$ cat config.mk
export PLATFORM = sky130hd
export DESIGN_NAME = length_prefixed_frame_deframer_flat
export DESIGN_NICKNAME = d
export VERILOG_FILES = /design/src/rtl/lfd_pkg.sv /design/src/rtl/lfd_if.sv /design/src/rtl/lfd_cfg.sv /design/src/rtl/lfd_in_reg.sv /design/src/rtl/lfd_parse.sv /design/src/rtl/lfd_out_reg.sv /design/src/rtl/length_prefixed_frame_deframer.sv /design/src/flat_wrapper.sv
export SDC_FILE = /design/constraint.sdc
export NUM_CORES = 1
export LEC_CHECK = 0
export ABC_AREA = 1
export BUFFER_PORTS_ARGS = -buffer_cell sky130_fd_sc_hd__buf_2
export CAP_MARGIN = 5
export CORE_MARGIN = 1.5
export CORE_UTILIZATION = 30
export CTS_CLUSTER_SIZE = 20
export DETAILED_ROUTE_END_ITERATION = 8
export GPL_ROUTABILITY_DRIVEN = 1
export GPL_TIMING_DRIVEN = 1
export PLACE_DENSITY_LB_ADDON = 0.15
export SETUP_SLACK_MARGIN = 0.4
export SYNTH_ARGS = -nofsm -noshare
export SYNTH_HDL_FRONTEND = slang
export SYNTH_HIERARCHICAL = 1
export SYNTH_SLANG_ARGS = --single-unit
export TNS_END_PERCENT = 1
$ cat constraint.sdc
create_clock -name i_clk -period 9 [get_ports i_clk]
set_clock_uncertainty 0.2 [all_clocks]
set_input_delay 2.25 -clock i_clk [delete_from_list [all_inputs] [get_ports i_clk]]
set_output_delay 2.25 -clock i_clk [all_outputs]
set_load 0.02 [all_outputs]
$ cat src/rtl/lfd_pkg.sv
// ----------------------------------------------------------------------------
// lfd_pkg: shared types and constants of the frame deframer
// phase and result codes, register indexes and reset limits
// ----------------------------------------------------------------------------
`default_nettype none

package lfd_pkg;

    localparam int BYTE_W      = 8;
    localparam int FIELD_W     = 16;
    localparam int CFG_INDEX_W = 8;
    localparam int CFG_DATA_W  = 16;

    // configuration register indexes
    localparam logic [CFG_INDEX_W-1:0] CFG_MAX_MESSAGE_ID  = 8'd0;
    localparam logic [CFG_INDEX_W-1:0] CFG_MAX_BODY_LENGTH = 8'd1;

    // limits after reset
    localparam logic [FIELD_W-1:0] RST_MAX_MESSAGE_ID  = 16'd2048;
    localparam logic [FIELD_W-1:0] RST_MAX_BODY_LENGTH = 16'd2048;

    typedef enum logic [1:0] {
        PH_HEADER = 2'd0,
        PH_BODY   = 2'd1,
        PH_DEAD   = 2'd2
    } t_phase;

    typedef enum logic [1:0] {
        KIND_BODY       = 2'd0,
        KIND_EMPTY      = 2'd1,
        KIND_BAD_ID     = 2'd2,
        KIND_BAD_LENGTH = 2'd3
    } t_kind;

    typedef struct packed {
        t_kind               kind;
        logic [FIELD_W-1:0]  frame_id;
        logic [FIELD_W-1:0]  frame_length;
        logic [BYTE_W-1:0]   body_byte;
        logic                last_of_frame;
    } t_result;

    typedef struct packed {
        logic [FIELD_W-1:0] max_message_id;
        logic [FIELD_W-1:0] max_body_length;
    } t_limits;

endpackage

`default_nettype wire

$ cat src/rtl/lfd_if.sv
// ----------------------------------------------------------------------------
// lfd_if: channel interfaces of the frame deframer
// byte input, result output and configuration write channels
// ----------------------------------------------------------------------------
`default_nettype none

interface lfd_in_if;
    logic                      valid;
    logic                      ready;
    logic [lfd_pkg::BYTE_W-1:0] rx_byte;

    modport source (output valid, output rx_byte, input ready);
    modport sink   (input valid, input rx_byte, output ready);
endinterface

interface lfd_out_if;
    logic                        valid;
    logic                        ready;
    logic [1:0]                  result_kind;
    logic [lfd_pkg::FIELD_W-1:0] frame_id;
    logic [lfd_pkg::FIELD_W-1:0] frame_length;
    logic [lfd_pkg::BYTE_W-1:0]  body_byte;
    logic                        last_of_frame;

    modport source (output valid, output result_kind, output frame_id,
                    output frame_length, output body_byte, output last_of_frame,
                    input ready);
    modport sink   (input valid, input result_kind, input frame_id,
                    input frame_length, input body_byte, input last_of_frame,
                    output ready);
endinterface

interface lfd_cfg_if;
    logic                            valid;
    logic                            ready;
    logic [lfd_pkg::CFG_INDEX_W-1:0] index;
    logic [lfd_pkg::CFG_DATA_W-1:0]  data;

    modport source (output valid, output index, output data, input ready);
    modport sink   (input valid, input index, input data, output ready);
endinterface

`default_nettype wire

$ cat src/rtl/lfd_cfg.sv
// ----------------------------------------------------------------------------
// lfd_cfg: limit registers
// holds the id and length limits, written through the config channel
// ----------------------------------------------------------------------------
`default_nettype none

module lfd_cfg (
    input  wire              i_clk,
    input  wire              i_rst_n,
    input  wire              i_wr_en,
    input  wire [lfd_pkg::CFG_INDEX_W-1:0] i_wr_index,
    input  wire [lfd_pkg::CFG_DATA_W-1:0]  i_wr_data,
    output lfd_pkg::t_limits o_limits
);

    lfd_pkg::t_limits r_limits;

    always_ff @(posedge i_clk) begin
        if (!i_rst_n) begin
            r_limits.max_message_id  <= lfd_pkg::RST_MAX_MESSAGE_ID;
            r_limits.max_body_length <= lfd_pkg::RST_MAX_BODY_LENGTH;
        end else if (i_wr_en) begin
            unique case (i_wr_index)
                lfd_pkg::CFG_MAX_MESSAGE_ID:  r_limits.max_message_id  <= i_wr_data;
                lfd_pkg::CFG_MAX_BODY_LENGTH: r_limits.max_body_length <= i_wr_data;
                default: ;  // unknown index, write dropped
            endcase
        end
    end

    assign o_limits = r_limits;

endmodule

`default_nettype wire

$ cat src/rtl/lfd_in_reg.sv
// ----------------------------------------------------------------------------
// lfd_in_reg: input byte register
// captures one received byte and holds it until the parser takes it
// ----------------------------------------------------------------------------
`default_nettype none

module lfd_in_reg (
    input  wire                        i_clk,
    input  wire                        i_rst_n,
    input  wire                        i_valid,
    input  wire [lfd_pkg::BYTE_W-1:0]  i_byte,
    input  wire                        i_take,
    output logic                       o_ready,
    output logic                       o_valid,
    output logic [lfd_pkg::BYTE_W-1:0] o_byte
);

    logic                       r_valid;
    logic [lfd_pkg::BYTE_W-1:0] r_byte;
    logic                       n_valid;

    // free when empty or drained this cycle
    assign o_ready = !r_valid || i_take;

    always_comb begin
        n_valid = r_valid;
        if (i_valid && o_ready) begin
            n_valid = 1'b1;
        end else if (i_take) begin
            n_valid = 1'b0;
        end
    end

    always_ff @(posedge i_clk) begin
        if (!i_rst_n) begin
            r_valid <= 1'b0;
        end else begin
            r_valid <= n_valid;
        end
    end

    always_ff @(posedge i_clk) begin
        if (i_valid && o_ready) begin
            r_byte <= i_byte;
        end
    end

    assign o_valid = r_valid;
    assign o_byte  = r_byte;

endmodule

`default_nettype wire

$ cat src/rtl/lfd_parse.sv
// ----------------------------------------------------------------------------
// lfd_parse: header and body parser
// tracks the framing state and forms the result for one byte
// ----------------------------------------------------------------------------
`default_nettype none

module lfd_parse (
    input  wire                       i_clk,
    input  wire                       i_rst_n,
    input  wire                       i_take,
    input  wire [lfd_pkg::BYTE_W-1:0] i_byte,
    input  lfd_pkg::t_limits          i_limits,
    output logic                      o_has_result,
    output lfd_pkg::t_result          o_result
);

    lfd_pkg::t_phase              r_phase, n_phase;
    logic [1:0]                   r_hdr_cnt, n_hdr_cnt;
    logic [23:0]                  r_hdr_shift, n_hdr_shift;
    logic [lfd_pkg::FIELD_W-1:0]  r_cur_id, n_cur_id;
    logic [lfd_pkg::FIELD_W-1:0]  r_cur_len, n_cur_len;
    logic [lfd_pkg::FIELD_W-1:0]  r_left, n_left;
    logic [lfd_pkg::FIELD_W-1:0]  hdr_id, hdr_len;

    assign hdr_id  = r_hdr_shift[23:8];
    assign hdr_len = {r_hdr_shift[7:0], i_byte};

    always_comb begin
        n_phase      = r_phase;
        n_hdr_cnt    = r_hdr_cnt;
        n_hdr_shift  = r_hdr_shift;
        n_cur_id     = r_cur_id;
        n_cur_len    = r_cur_len;
        n_left       = r_left;
        o_has_result = 1'b0;
        o_result.kind          = lfd_pkg::KIND_BODY;
        o_result.frame_id      = r_cur_id;
        o_result.frame_length  = r_cur_len;
        o_result.body_byte     = '0;
        o_result.last_of_frame = 1'b0;

        unique case (r_phase)
            lfd_pkg::PH_HEADER: begin
                if (r_hdr_cnt != 2'd3) begin
                    n_hdr_shift = {r_hdr_shift[15:0], i_byte};
                    n_hdr_cnt   = r_hdr_cnt + 2'd1;
                end else begin
                    n_cur_id              = hdr_id;
                    n_cur_len             = hdr_len;
                    n_hdr_cnt             = 2'd0;
                    n_hdr_shift           = '0;
                    o_result.frame_id     = hdr_id;
                    o_result.frame_length = hdr_len;
                    if (hdr_id > i_limits.max_message_id) begin
                        n_phase       = lfd_pkg::PH_DEAD;
                        o_has_result  = 1'b1;
                        o_result.kind = lfd_pkg::KIND_BAD_ID;
                    end else if (hdr_len > i_limits.max_body_length) begin
                        n_phase       = lfd_pkg::PH_DEAD;
                        o_has_result  = 1'b1;
                        o_result.kind = lfd_pkg::KIND_BAD_LENGTH;
                    end else if (hdr_len == '0) begin
                        o_has_result           = 1'b1;
                        o_result.kind          = lfd_pkg::KIND_EMPTY;
                        o_result.last_of_frame = 1'b1;
                    end else begin
                        n_left  = hdr_len;
                        n_phase = lfd_pkg::PH_BODY;
                    end
                end
            end
            lfd_pkg::PH_BODY: begin
                n_left                 = r_left - 16'd1;
                o_has_result           = 1'b1;
                o_result.body_byte     = i_byte;
                o_result.last_of_frame = (r_left == 16'd1);
                if (r_left == 16'd1) begin
                    n_phase = lfd_pkg::PH_HEADER;
                end
            end
            default: ;  // dead, every byte dropped
        endcase
    end

    always_ff @(posedge i_clk) begin
        if (!i_rst_n) begin
            r_phase     <= lfd_pkg::PH_HEADER;
            r_hdr_cnt   <= 2'd0;
            r_hdr_shift <= '0;
            r_cur_id    <= '0;
            r_cur_len   <= '0;
            r_left      <= '0;
        end else if (i_take) begin
            r_phase     <= n_phase;
            r_hdr_cnt   <= n_hdr_cnt;
            r_hdr_shift <= n_hdr_shift;
            r_cur_id    <= n_cur_id;
            r_cur_len   <= n_cur_len;
            r_left      <= n_left;
        end
    end

endmodule

`default_nettype wire

$ cat src/rtl/lfd_out_reg.sv
// ----------------------------------------------------------------------------
// lfd_out_reg: result register
// holds one result until the downstream side takes it
// ----------------------------------------------------------------------------
`default_nettype none

module lfd_out_reg (
    input  wire              i_clk,
    input  wire              i_rst_n,
    input  wire              i_load,
    input  lfd_pkg::t_result i_result,
    input  wire              i_ready,
    output logic             o_free,
    output logic             o_valid,
    output lfd_pkg::t_result o_result
);

    logic             r_valid;
    lfd_pkg::t_result r_result;
    logic             n_valid;

    assign o_free = !r_valid || i_ready;

    always_comb begin
        n_valid = r_valid;
        if (i_load) begin
            n_valid = 1'b1;
        end else if (i_ready) begin
            n_valid = 1'b0;
        end
    end

    always_ff @(posedge i_clk) begin
        if (!i_rst_n) begin
            r_valid <= 1'b0;
        end else begin
            r_valid <= n_valid;
        end
    end

    always_ff @(posedge i_clk) begin
        if (i_load) begin
            r_result <= i_result;
        end
    end

    assign o_valid  = r_valid;
    assign o_result = r_result;

endmodule

`default_nettype wire

$ cat src/rtl/length_prefixed_frame_deframer.sv
// ----------------------------------------------------------------------------
// length_prefixed_frame_deframer: byte stream deframer with length prefix
// splits a byte stream into frames with a 4-byte id/length header
// ----------------------------------------------------------------------------
//
//  channel   dir   handshake          payload
//  i_rx      in    valid / ready      rx_byte
//  o_res     out   valid / ready      result_kind, frame_id, frame_length,
//                                     body_byte, last_of_frame
//  i_cfg     in    valid / ready      index, data (0 max id, 1 max length)
//
//  one byte a cycle while o_res does not stall: a request is latched in the input
//  register, parsed from it once the result register has room, and its result,
//  if any, lands in the result register
//  reset is synchronous and active low; limits return to 2048 each
//  a stall on o_res backs up through the input register one stage at a time
//  config writes are always accepted
//
`default_nettype none

module length_prefixed_frame_deframer (
    input  wire        i_clk,
    input  wire        i_rst_n,
    lfd_in_if.sink     i_rx,
    lfd_out_if.source  o_res,
    lfd_cfg_if.sink    i_cfg
);

    lfd_pkg::t_limits           limits;
    logic                       in_valid;
    logic [lfd_pkg::BYTE_W-1:0] in_byte;
    logic                       out_free;
    logic                       take;
    logic                       has_result;
    lfd_pkg::t_result           result;
    lfd_pkg::t_result           out_result;
    logic                       out_valid;

    // limit registers, a write takes effect in the next cycle
    assign i_cfg.ready = 1'b1;

    lfd_cfg u_cfg (
        .i_clk      (i_clk),
        .i_rst_n    (i_rst_n),
        .i_wr_en    (i_cfg.valid),
        .i_wr_index (i_cfg.index),
        .i_wr_data  (i_cfg.data),
        .o_limits   (limits)
    );

    // the held byte is consumed whenever the result register has room
    assign take = in_valid && out_free;

    lfd_in_reg u_in_reg (
        .i_clk   (i_clk),
        .i_rst_n (i_rst_n),
        .i_valid (i_rx.valid),
        .i_byte  (i_rx.rx_byte),
        .i_take  (take),
        .o_ready (i_rx.ready),
        .o_valid (in_valid),
        .o_byte  (in_byte)
    );

    // framing state advances only on a consumed byte
    lfd_parse u_parse (
        .i_clk        (i_clk),
        .i_rst_n      (i_rst_n),
        .i_take       (take),
        .i_byte       (in_byte),
        .i_limits     (limits),
        .o_has_result (has_result),
        .o_result     (result)
    );

    // dead-state bytes and header bytes skip the result register, bar an empty or bad header's last byte
    lfd_out_reg u_out_reg (
        .i_clk    (i_clk),
        .i_rst_n  (i_rst_n),
        .i_load   (take && has_result),
        .i_result (result),
        .i_ready  (o_res.ready),
        .o_free   (out_free),
        .o_valid  (out_valid),
        .o_result (out_result)
    );

    assign o_res.valid         = out_valid;
    assign o_res.result_kind   = out_result.kind;
    assign o_res.frame_id      = out_result.frame_id;
    assign o_res.frame_length  = out_result.frame_length;
    assign o_res.body_byte     = out_result.body_byte;
    assign o_res.last_of_frame = out_result.last_of_frame;

endmodule

`default_nettype wire

$ cat src/flat_wrapper.sv
// flat-port wrapper written by rule: the top's interface ports become plain ports
module length_prefixed_frame_deframer_flat 
  (i_clk, i_rst_n, i_rx_valid, i_rx_rx_byte, i_rx_ready, o_res_valid, o_res_result_kind, o_res_frame_id, o_res_frame_length, o_res_body_byte, o_res_last_of_frame, o_res_ready, i_cfg_valid, i_cfg_index, i_cfg_data, i_cfg_ready);
  lfd_in_if i_rx_i ();
  lfd_out_if o_res_i ();
  lfd_cfg_if i_cfg_i ();
  input  wire i_clk;
  input  wire i_rst_n;
  input wire logic [$bits(i_rx_i.valid)-1:0] i_rx_valid;
  input wire logic [$bits(i_rx_i.rx_byte)-1:0] i_rx_rx_byte;
  output wire logic [$bits(i_rx_i.ready)-1:0] i_rx_ready;
  output wire logic [$bits(o_res_i.valid)-1:0] o_res_valid;
  output wire logic [$bits(o_res_i.result_kind)-1:0] o_res_result_kind;
  output wire logic [$bits(o_res_i.frame_id)-1:0] o_res_frame_id;
  output wire logic [$bits(o_res_i.frame_length)-1:0] o_res_frame_length;
  output wire logic [$bits(o_res_i.body_byte)-1:0] o_res_body_byte;
  output wire logic [$bits(o_res_i.last_of_frame)-1:0] o_res_last_of_frame;
  input wire logic [$bits(o_res_i.ready)-1:0] o_res_ready;
  input wire logic [$bits(i_cfg_i.valid)-1:0] i_cfg_valid;
  input wire logic [$bits(i_cfg_i.index)-1:0] i_cfg_index;
  input wire logic [$bits(i_cfg_i.data)-1:0] i_cfg_data;
  output wire logic [$bits(i_cfg_i.ready)-1:0] i_cfg_ready;
  assign i_rx_i.valid = i_rx_valid;
  assign i_rx_i.rx_byte = i_rx_rx_byte;
  assign i_rx_ready = i_rx_i.ready;
  assign o_res_valid = o_res_i.valid;
  assign o_res_result_kind = o_res_i.result_kind;
  assign o_res_frame_id = o_res_i.frame_id;
  assign o_res_frame_length = o_res_i.frame_length;
  assign o_res_body_byte = o_res_i.body_byte;
  assign o_res_last_of_frame = o_res_i.last_of_frame;
  assign o_res_i.ready = o_res_ready;
  assign i_cfg_i.valid = i_cfg_valid;
  assign i_cfg_i.index = i_cfg_index;
  assign i_cfg_i.data = i_cfg_data;
  assign i_cfg_ready = i_cfg_i.ready;
  length_prefixed_frame_deframer u_core (.i_clk(i_clk), .i_rst_n(i_rst_n), .i_rx(i_rx_i), .o_res(o_res_i), .i_cfg(i_cfg_i));
endmodule
== Word level (Yosys, flattened, before mapping) ==
Index checks and enable logic that the tools add are counted.

* Register bits: 161
* Bits in latches: 0
* Memory bits (writable): 0
* ROM bits: 0
* Input bits: 37
* Output and inout bits: 46
* Memories: 0

* Add/subtract/negate cells: 2
* $mul: 0
* Divide/modulo/power cells: 0
* $lt $le $gt $ge: 2
* Equality and inequality tests: 10
* Shift-type cells: 0
* Muxes and demuxes: 31
* Bitwise gates (word level): 2
* Reduce and logical (&&, ||, !) cells: 21

{| class="wikitable"
|+ Operator list
! cell !! number
|-
| 2-to-1 mux 16 bit || 4
|-
| 2-to-1 mux 32 bit || 2
|-
| > comparator 16 bit || 2
|-
| one-hot mux 16 bit (2 select lines) || 1
|-
| 2-to-1 mux 24 bit || 1
|-
| equality test 16 x 1 -> 1 bit (second input constant) || 1
|-
| logical NOT 16 bit || 1
|-
| 2-to-1 mux 2 bit || 8
|-
| subtractor 16 x 1 -> 16 bit (second input constant) || 1
|-
| 2-to-1 mux 1 bit || 12
|-
| != test 2 bit (second input constant) || 6
|-
| equality test 8 x 1 -> 1 bit (second input constant) || 1
|-
| logical NOT 8 bit || 1
|-
| AND reduction 2 bit || 3
|-
| AND reduction 6 bit || 1
|-
| nonzero test 2 bit || 3
|-
| AND reduction 5 bit || 1
|-
| != test 4 bit (second input constant) || 1
|-
| one-hot mux 1 bit (2 select lines) || 2
|-
| one-hot mux 2 bit (2 select lines) || 1
|-
| logical AND 1 bit || 3
|-
| AND reduction 3 bit || 1
|-
| OR reduction 3 bit || 1
|-
| adder 2 x 1 -> 2 bit (second input constant) || 1
|-
| 6 further kinds || 9
|}

== Longest topological paths before layout ==
Gate-level depths: netlist of run 1.

* Depth after elaboration: 8
* Depth in mapped cells: 19
* Mapped depth without buffers: 19

== By module ==
The synthesis of run 1 kept the hierarchy.

{| class="wikitable"
|+ Modules (own cells, without submodules)
! module !! times used !! cells each !! area each (um2)
|-
| lfd_parse || 1 || 703 || 4664.5
|-
| lfd_cfg || 1 || 199 || 1415.1
|-
| lfd_out_reg || 1 || 49 || 1337.5
|-
| lfd_in_reg || 1 || 15 || 291.5
|-
| length_prefixed_frame_deframer || 1 || 6 || 28.8
|}

== Least setup slack after synthesis of run 1 ==
Ideal clock, no wire load.

* Path kind: input-to-output
* From: input o_res_ready
* To: output i_rx_ready
* Arrival time: 2.651 ns
* Data required time: 6.550 ns
* Setup slack: 3.899 ns
* Stages on the path: 6
* Cells stage by stage: inv_1 nand2_2 nand2_1 inv_1 inv_2 nand2_2

* Cells in the longest elaborated chain, start to end: 3

{| class="wikitable"
|+ Ends and longest elaborated chain
! item !! line !! source
|-
| start: declaration || flat_wrapper.sv:18 || <nowiki>input wire logic [$bits(o_res_i.ready)-1:0] o_res_ready;</nowiki>
|-
| logical OR 1 bit || lfd_out_reg.sv:22 || <nowiki>assign o_free = !r_valid || i_ready;</nowiki>
|-
| via u_core.out_free || length_prefixed_frame_deframer.sv:32 || <nowiki>logic out_free;</nowiki>
|-
| logical AND 1 bit || length_prefixed_frame_deframer.sv:52 || <nowiki>assign take = in_valid && out_free;</nowiki>
|-
| via u_core.take || length_prefixed_frame_deframer.sv:33 || <nowiki>logic take;</nowiki>
|-
| logical OR 1 bit || lfd_in_reg.sv:23 || <nowiki>assign o_ready = !r_valid || i_take;</nowiki>
|-
| end: declaration || flat_wrapper.sv:11 || <nowiki>output wire logic [$bits(i_rx_i.ready)-1:0] i_rx_ready;</nowiki>
|}

The timed path passes the listed nets, and every way through them passes these cells.

== Worst setup path after layout of run 1 ==
Same ends and word-level chain as after synthesis.

==> run metrics, run 1 <==
Main synth FF type=dfxtp_1; Max FO, Critical Path=3; port buffer count=81; chip width=164 um; CP arrival=2.94 ns; Synth async-reset ratio=0; dpl cell area=8350 um2; final wirelength=19.5 mm; Seq cells post-synth=161; clk_lat worst skew=0.43 ns; final hold vios=0; Final nets=1,102; CP Launch Type=input port; total power=1.60 mW; DR pass1 iterations=5; first-pass GRT wire length=31.7 mm; Bufs on Longest Clock Path=2; Seq/Total Area, Yosys=0.483; area of the multi-input gates=3330 um2; unrepaired setup endpoints after global routing=no; drt via density=4.58; Leak=3.50 nW; Final min period=5.39 ns; Mapped Cells=972; Hold Buf Count CTS=0; die area=26,800 um2; Setup TNS=0 ns; Critical Path Start=o_res_ready; Yosys warning count=6; H-Tree Depth=4; GP Congestion=0.815; initial DRC count=351; share of the synthesized area in the top cell type=0.285; Final Setup Violations=0; Critical Path Sink Type=primary output; Post-Syn Area per Cell=7.96 um2; gr ovfl total=0; DIE HEIGHT=164 um; fin area=8910 um2; CTS sink cnt=161; CTS resizes=0; ANT nets after route=0; Core ar.=25,300 um2; Synth area leader=dfxtp_1; Core Rows=58; Synth area leaders=dfxtp_1 28%, edfxtp_1 20%, nand2_1 8.0%; fill count=2,716; R2R Path End=u_core/u_out_reg/o_result[36]; FF-to-FF path depth=7; Setup crit end=i_rx_ready; number of synthesized flops with an enable pin=51; WP data required=6.55 ns; average wire per standard cell=14.2 um; status=completed; Synth Net Count=1,044; max cap viols=0; final period utilization=0.599; largest net degree at the start of global routing=86; vias in the first global route=5,895; DRC=0; Max Freq=0.185 GHz; fraction of layout cells with a size suffix above 1=0.142; Tightest Pin Transition=0.985 ns; critical path class=in -> out; CTS buffer count=17; cell area after synthesis=7740 um2; hpwl dp=13.4 mm; Slew Viols, Final=0; area of all sequential standard cells=3730 um2; distinct cell type count after synthesis=38; Core Util, Final=0.353; Rel. slew slack=0.342; Post-CTS Setup Bufs=0; power density cells=180 nW/um2; Total GRT Usage=0.152; Root Driver=clkbuf_16; initial antenna violation count=0; min-delay src=u_core/u_cfg/o_limits[26]; placed cell count=1,341; fin cells=1,373; CTS tree=yes; Min-Delay Path Class=reg -> reg; Max VDD drop=0.0932 mV; CTS clock-pin slew for the worst setup and hold paths=0.07 ns; Starting Density=0.306; I/O pin count=83; Syn-to-layout area delta=15.2%; via count=6,295; FF-to-FF Start=u_core/u_parse/r_phase[0]; FF-to-FF setup slack=5.67 ns; number of diodes=0
-- registers in the layout, indices dropped and copies added (netlist names) --
signal                      cells
u_core/u_cfg/o_limits          32
u_core/u_in_reg/o_byte          8
u_core/u_in_reg/o_valid         1
u_core/u_out_reg/o_result      43
u_core/u_out_reg/o_valid        1
u_core/u_parse/r_cur_id        16
u_core/u_parse/r_cur_len       16
u_core/u_parse/r_hdr_cnt        2
u_core/u_parse/r_hdr_shift     24
u_core/u_parse/r_left          16
u_core/u_parse/r_phase          2
-- cell usage after synthesis, types with 2 or more instances --
| library cell | number |
|---|---|
| nand3_1 | 80 |
| o22ai_1 | 2 |
| buf_4 | 4 |
| edfxtp_1 | 51 |
| nand2_2 | 9 |
| nor4_1 | 3 |
| dfxtp_1 | 110 |
| o21a_1 | 2 |
| xor2_1 | 4 |
| clkbuf_1 | 20 |
| buf_6 | 6 |
| a21oi_2 | 2 |
| nor2_4 | 7 |
| nor2_2 | 5 |
| a22oi_1 | 2 |
| nor3_1 | 5 |
| ha_1 | 35 |
| inv_1 | 109 |
| buf_2 | 14 |
| nand2_1 | 164 |
| nor3_2 | 2 |
| nand4_1 | 7 |
| o21ai_0 | 79 |
| nand3b_1 | 4 |
| inv_2 | 4 |
| nor2_1 | 126 |
| o21ai_1 | 2 |
| a21oi_1 | 102 |
| buf_1 | 3 |
-- layout make-up --
type | instances | share of cell area
repair buffers | 86 | 0.0497
clock inverters | 15 | 0.0152
well taps | 330 | 0.0463
clock buffers | 17 | 0.0477
multi-input cells | 650 | 0.374
inverters | 114 | 0.0480
flip-flops and latches | 161 | 0.419
-- per-stage QoR --
stage,setup slack [ns],hold WS [ns]
detailed placement,3.60,0.275
global placement,3.60,0.265
global route,3.54,0.304
CTS,3.60,0.286
floorplan,3.90,0.244
finish,3.61,0.284
-- cells by family after synthesis --
group	after synthesis	synth area share
other	1	0.000485
adders and majority gates	35	0.0566
and+or+nand+nor	415	0.238
buffers and inverters	161	0.0881
xor gates and xnor gates	4	0.00453
DFF	161	0.483
AOI/OAI and AO/OA	195	0.130
-- how the worst min path moves through the flow --
stage               slack [ns]  depth (start not counted)                             to
floorplan                 0.24                          1    u_core/u_parse/r_hdr_cnt[0]
global placement          0.27                          2      u_core/u_cfg/o_limits[30]
detailed placement        0.27                          2       u_core/u_out_reg/o_valid
CTS                       0.29                          2  u_core/u_parse/r_hdr_shift[8]
global route              0.30                          2       u_core/u_out_reg/o_valid
finish                    0.28                          2      u_core/u_cfg/o_limits[26]
-- routing by layer --
layer | global-route usage | routed length (um) | vias to the layer above
li1 | - | - | 3306
met1 | 0.231 | 10600 | 2857
met2 | 0.214 | 7880 | 119
met3 | 0.0325 | 748 | 13
met4 | 0.0426 | 208 | 0
met5 | 0 | 0 | -
-- power breakdown --
group	internal (mW)	switching [mW]
clock	0.384	0.314
sequential	0.759	0.0143
combinational	0.0406	0.0895
-- layout by cell type, fill, tap and decap left out, drive strengths merged, types with 17 or more instances in the layout --
master,instances
nand2,173
nor2,139
inv,118
dfxtp,110
a21oi,104
buf,86
nand3,82
o21ai,81
edfxtp,51
ha,35
clkbuf,17
-- worst max-delay path: stages --
cell and delay [ns]:
buf_2 0.09, inv_1 0.05, nand2_2 0.05, nand2_1 0.11
inv_1 0.10, inv_2 0.07, nand2_2 0.05, buf_2 0.16
Note: power is estimated with default switching activity, not from simulation.
==> run 2, diff against run 1 <==
Clock period 9 ns to 4.44 ns, I/O delays scaled along.
==> run metrics, run 2 (synthesis results as in run 1) <==
CTS tree=yes; max reg flops=43; Slew Viols, Final=0; Tightest Pin Transition=0.856 ns; die area=26,800 um2; commonest non-fill, non-tap cell in the layout=nand2_1; GP Congestion=0.813; via count=6,315; max cap viols=0; drt via density=4.59; Core Rows=58; pre-CTS setup slack=1.21 ns; DR pass1 iterations=5; Hold Buf Count CTS=0; Min-Delay Path Class=reg -> reg; chip width=164 um; Post-CTS Setup Bufs=0; average wire per standard cell=14.1 um; Critical Path Sink Type=primary output; I/O pin count=83; Rel. slew slack=0.428; Final min period=3.12 ns; ANT nets after route=0; DRC=0; Core ar.=25,300 um2; first-pass GRT wire length=30.7 mm; Total GRT Usage=0.149; CTS resizes=0; clk_lat worst skew=0.42 ns; min-delay src=u_core/u_out_reg/o_valid; Syn-to-layout area delta=15.6%; Final nets=1,104; initial antenna violation count=0; Final Setup Violations=0; Critical Path Start=o_res_ready; CP Launch Type=input port; CTS clock-pin slew for the worst setup and hold paths=0.07 ns; largest net degree at the start of global routing=65; final period utilization=0.703; vias in the first global route=5,630; CTS sink cnt=161; Max VDD drop=0.186 mV; initial DRC count=394; hpwl dp=13.7 mm; final wirelength=19.4 mm; CP arrival=1.81 ns; H-Tree Depth=4; Starting Density=0.306; Setup TNS=0 ns; port buffer count=81; commonest non-fill, non-tap cells in the layout=164 x nand2_1, 126 x nor2_1, 110 x dfxtp_1; power density cells=368 nW/um2; Bufs on Longest Clock Path=2; CTS buffer count=17; Worst Slack Setup Final=1.32 ns; fraction of layout cells with a size suffix above 1=0.144; Max Freq=0.321 GHz; status=completed; Leak=3.53 nW; WP data required=3.13 ns; gr ovfl total=0; Max FO, Critical Path=3; final hold vios=0; DIE HEIGHT=164 um; Root Driver=clkbuf_16; critical path class=in -> out; number of diodes=0; FF-to-FF Start=u_core/u_in_reg/o_byte[6]; unrepaired setup endpoints after global routing=no
[run 2: cell count changes in the layout (fill, tap and decap cells not counted)]
cell       change
inv_6          -1
buf_4          +2
clkbuf_1       +1
bufinv_16      +1
clkinv_1       -2
clkinv_2       +1
[run 2: worst max-delay path, stage by stage]
cell	delay (ns)
buf_2	0.09
inv_1	0.05
nand2_2	0.05
nand2_1	0.12
inv_1	0.10
inv_2	0.07
nand2_2	0.05
buf_2	0.16
[run 2: layer usage]
layer	track usage	vias up	wire length, um
met5	0	-	0
met4	0.0442	0	293
met3	0.0305	18	802
met2	0.212	140	8020
met1	0.224	2841	10300
li1	-	3316	-
[run 2: worst paths after layout]
| check | cells after the start | slack, ns | end |
|---|---|---|---|
| worst min-delay path | 2 | 0.28 | u_core/u_out_reg/o_valid |
| worst max register to register | 14 | 1.46 | u_core/u_out_reg/o_result[37] |
| worst min register to register | 2 | 0.28 | u_core/u_out_reg/o_valid |
| worst max-delay path | 8 | 1.32 | i_rx_ready |
[run 2: final cells by class]
| class | instances | area [um2] |
|---|---|---|
| fillers | 2714 | 16300 |
| well taps | 330 | 413 |
| clock inverters | 14 | 154 |
| repair buffers | 88 | 458 |
| multi-input cells | 650 | 3330 |
| clock buffers | 18 | 429 |
| flip-flops and latches | 161 | 3730 |
| inverters | 114 | 428 |
[run 2: report_power, final]
group | internal [mW] | total (mW) | switching [mW]
clock network | 0.836 | 1.46 | 0.622
logic | 0.0829 | 0.263 | 0.180
registers | 1.54 | 1.57 | 0.0290
[run 2: through the flow]
step           utilization  power [mW]  cell area [um2]  hold WS, ns  instances
2_1_floorplan            -        1.79             7740        0.244        972
3_3_place_gp         0.331        1.87             8360        0.265       1343
3_5_place_dp         0.331        1.87             8360        0.271       1343
4_1_cts              0.354        3.34             8950        0.285       1375
5_1_grt              0.354        3.44             8950        0.299       1375
6_report             0.354        3.29             8950        0.281       1375
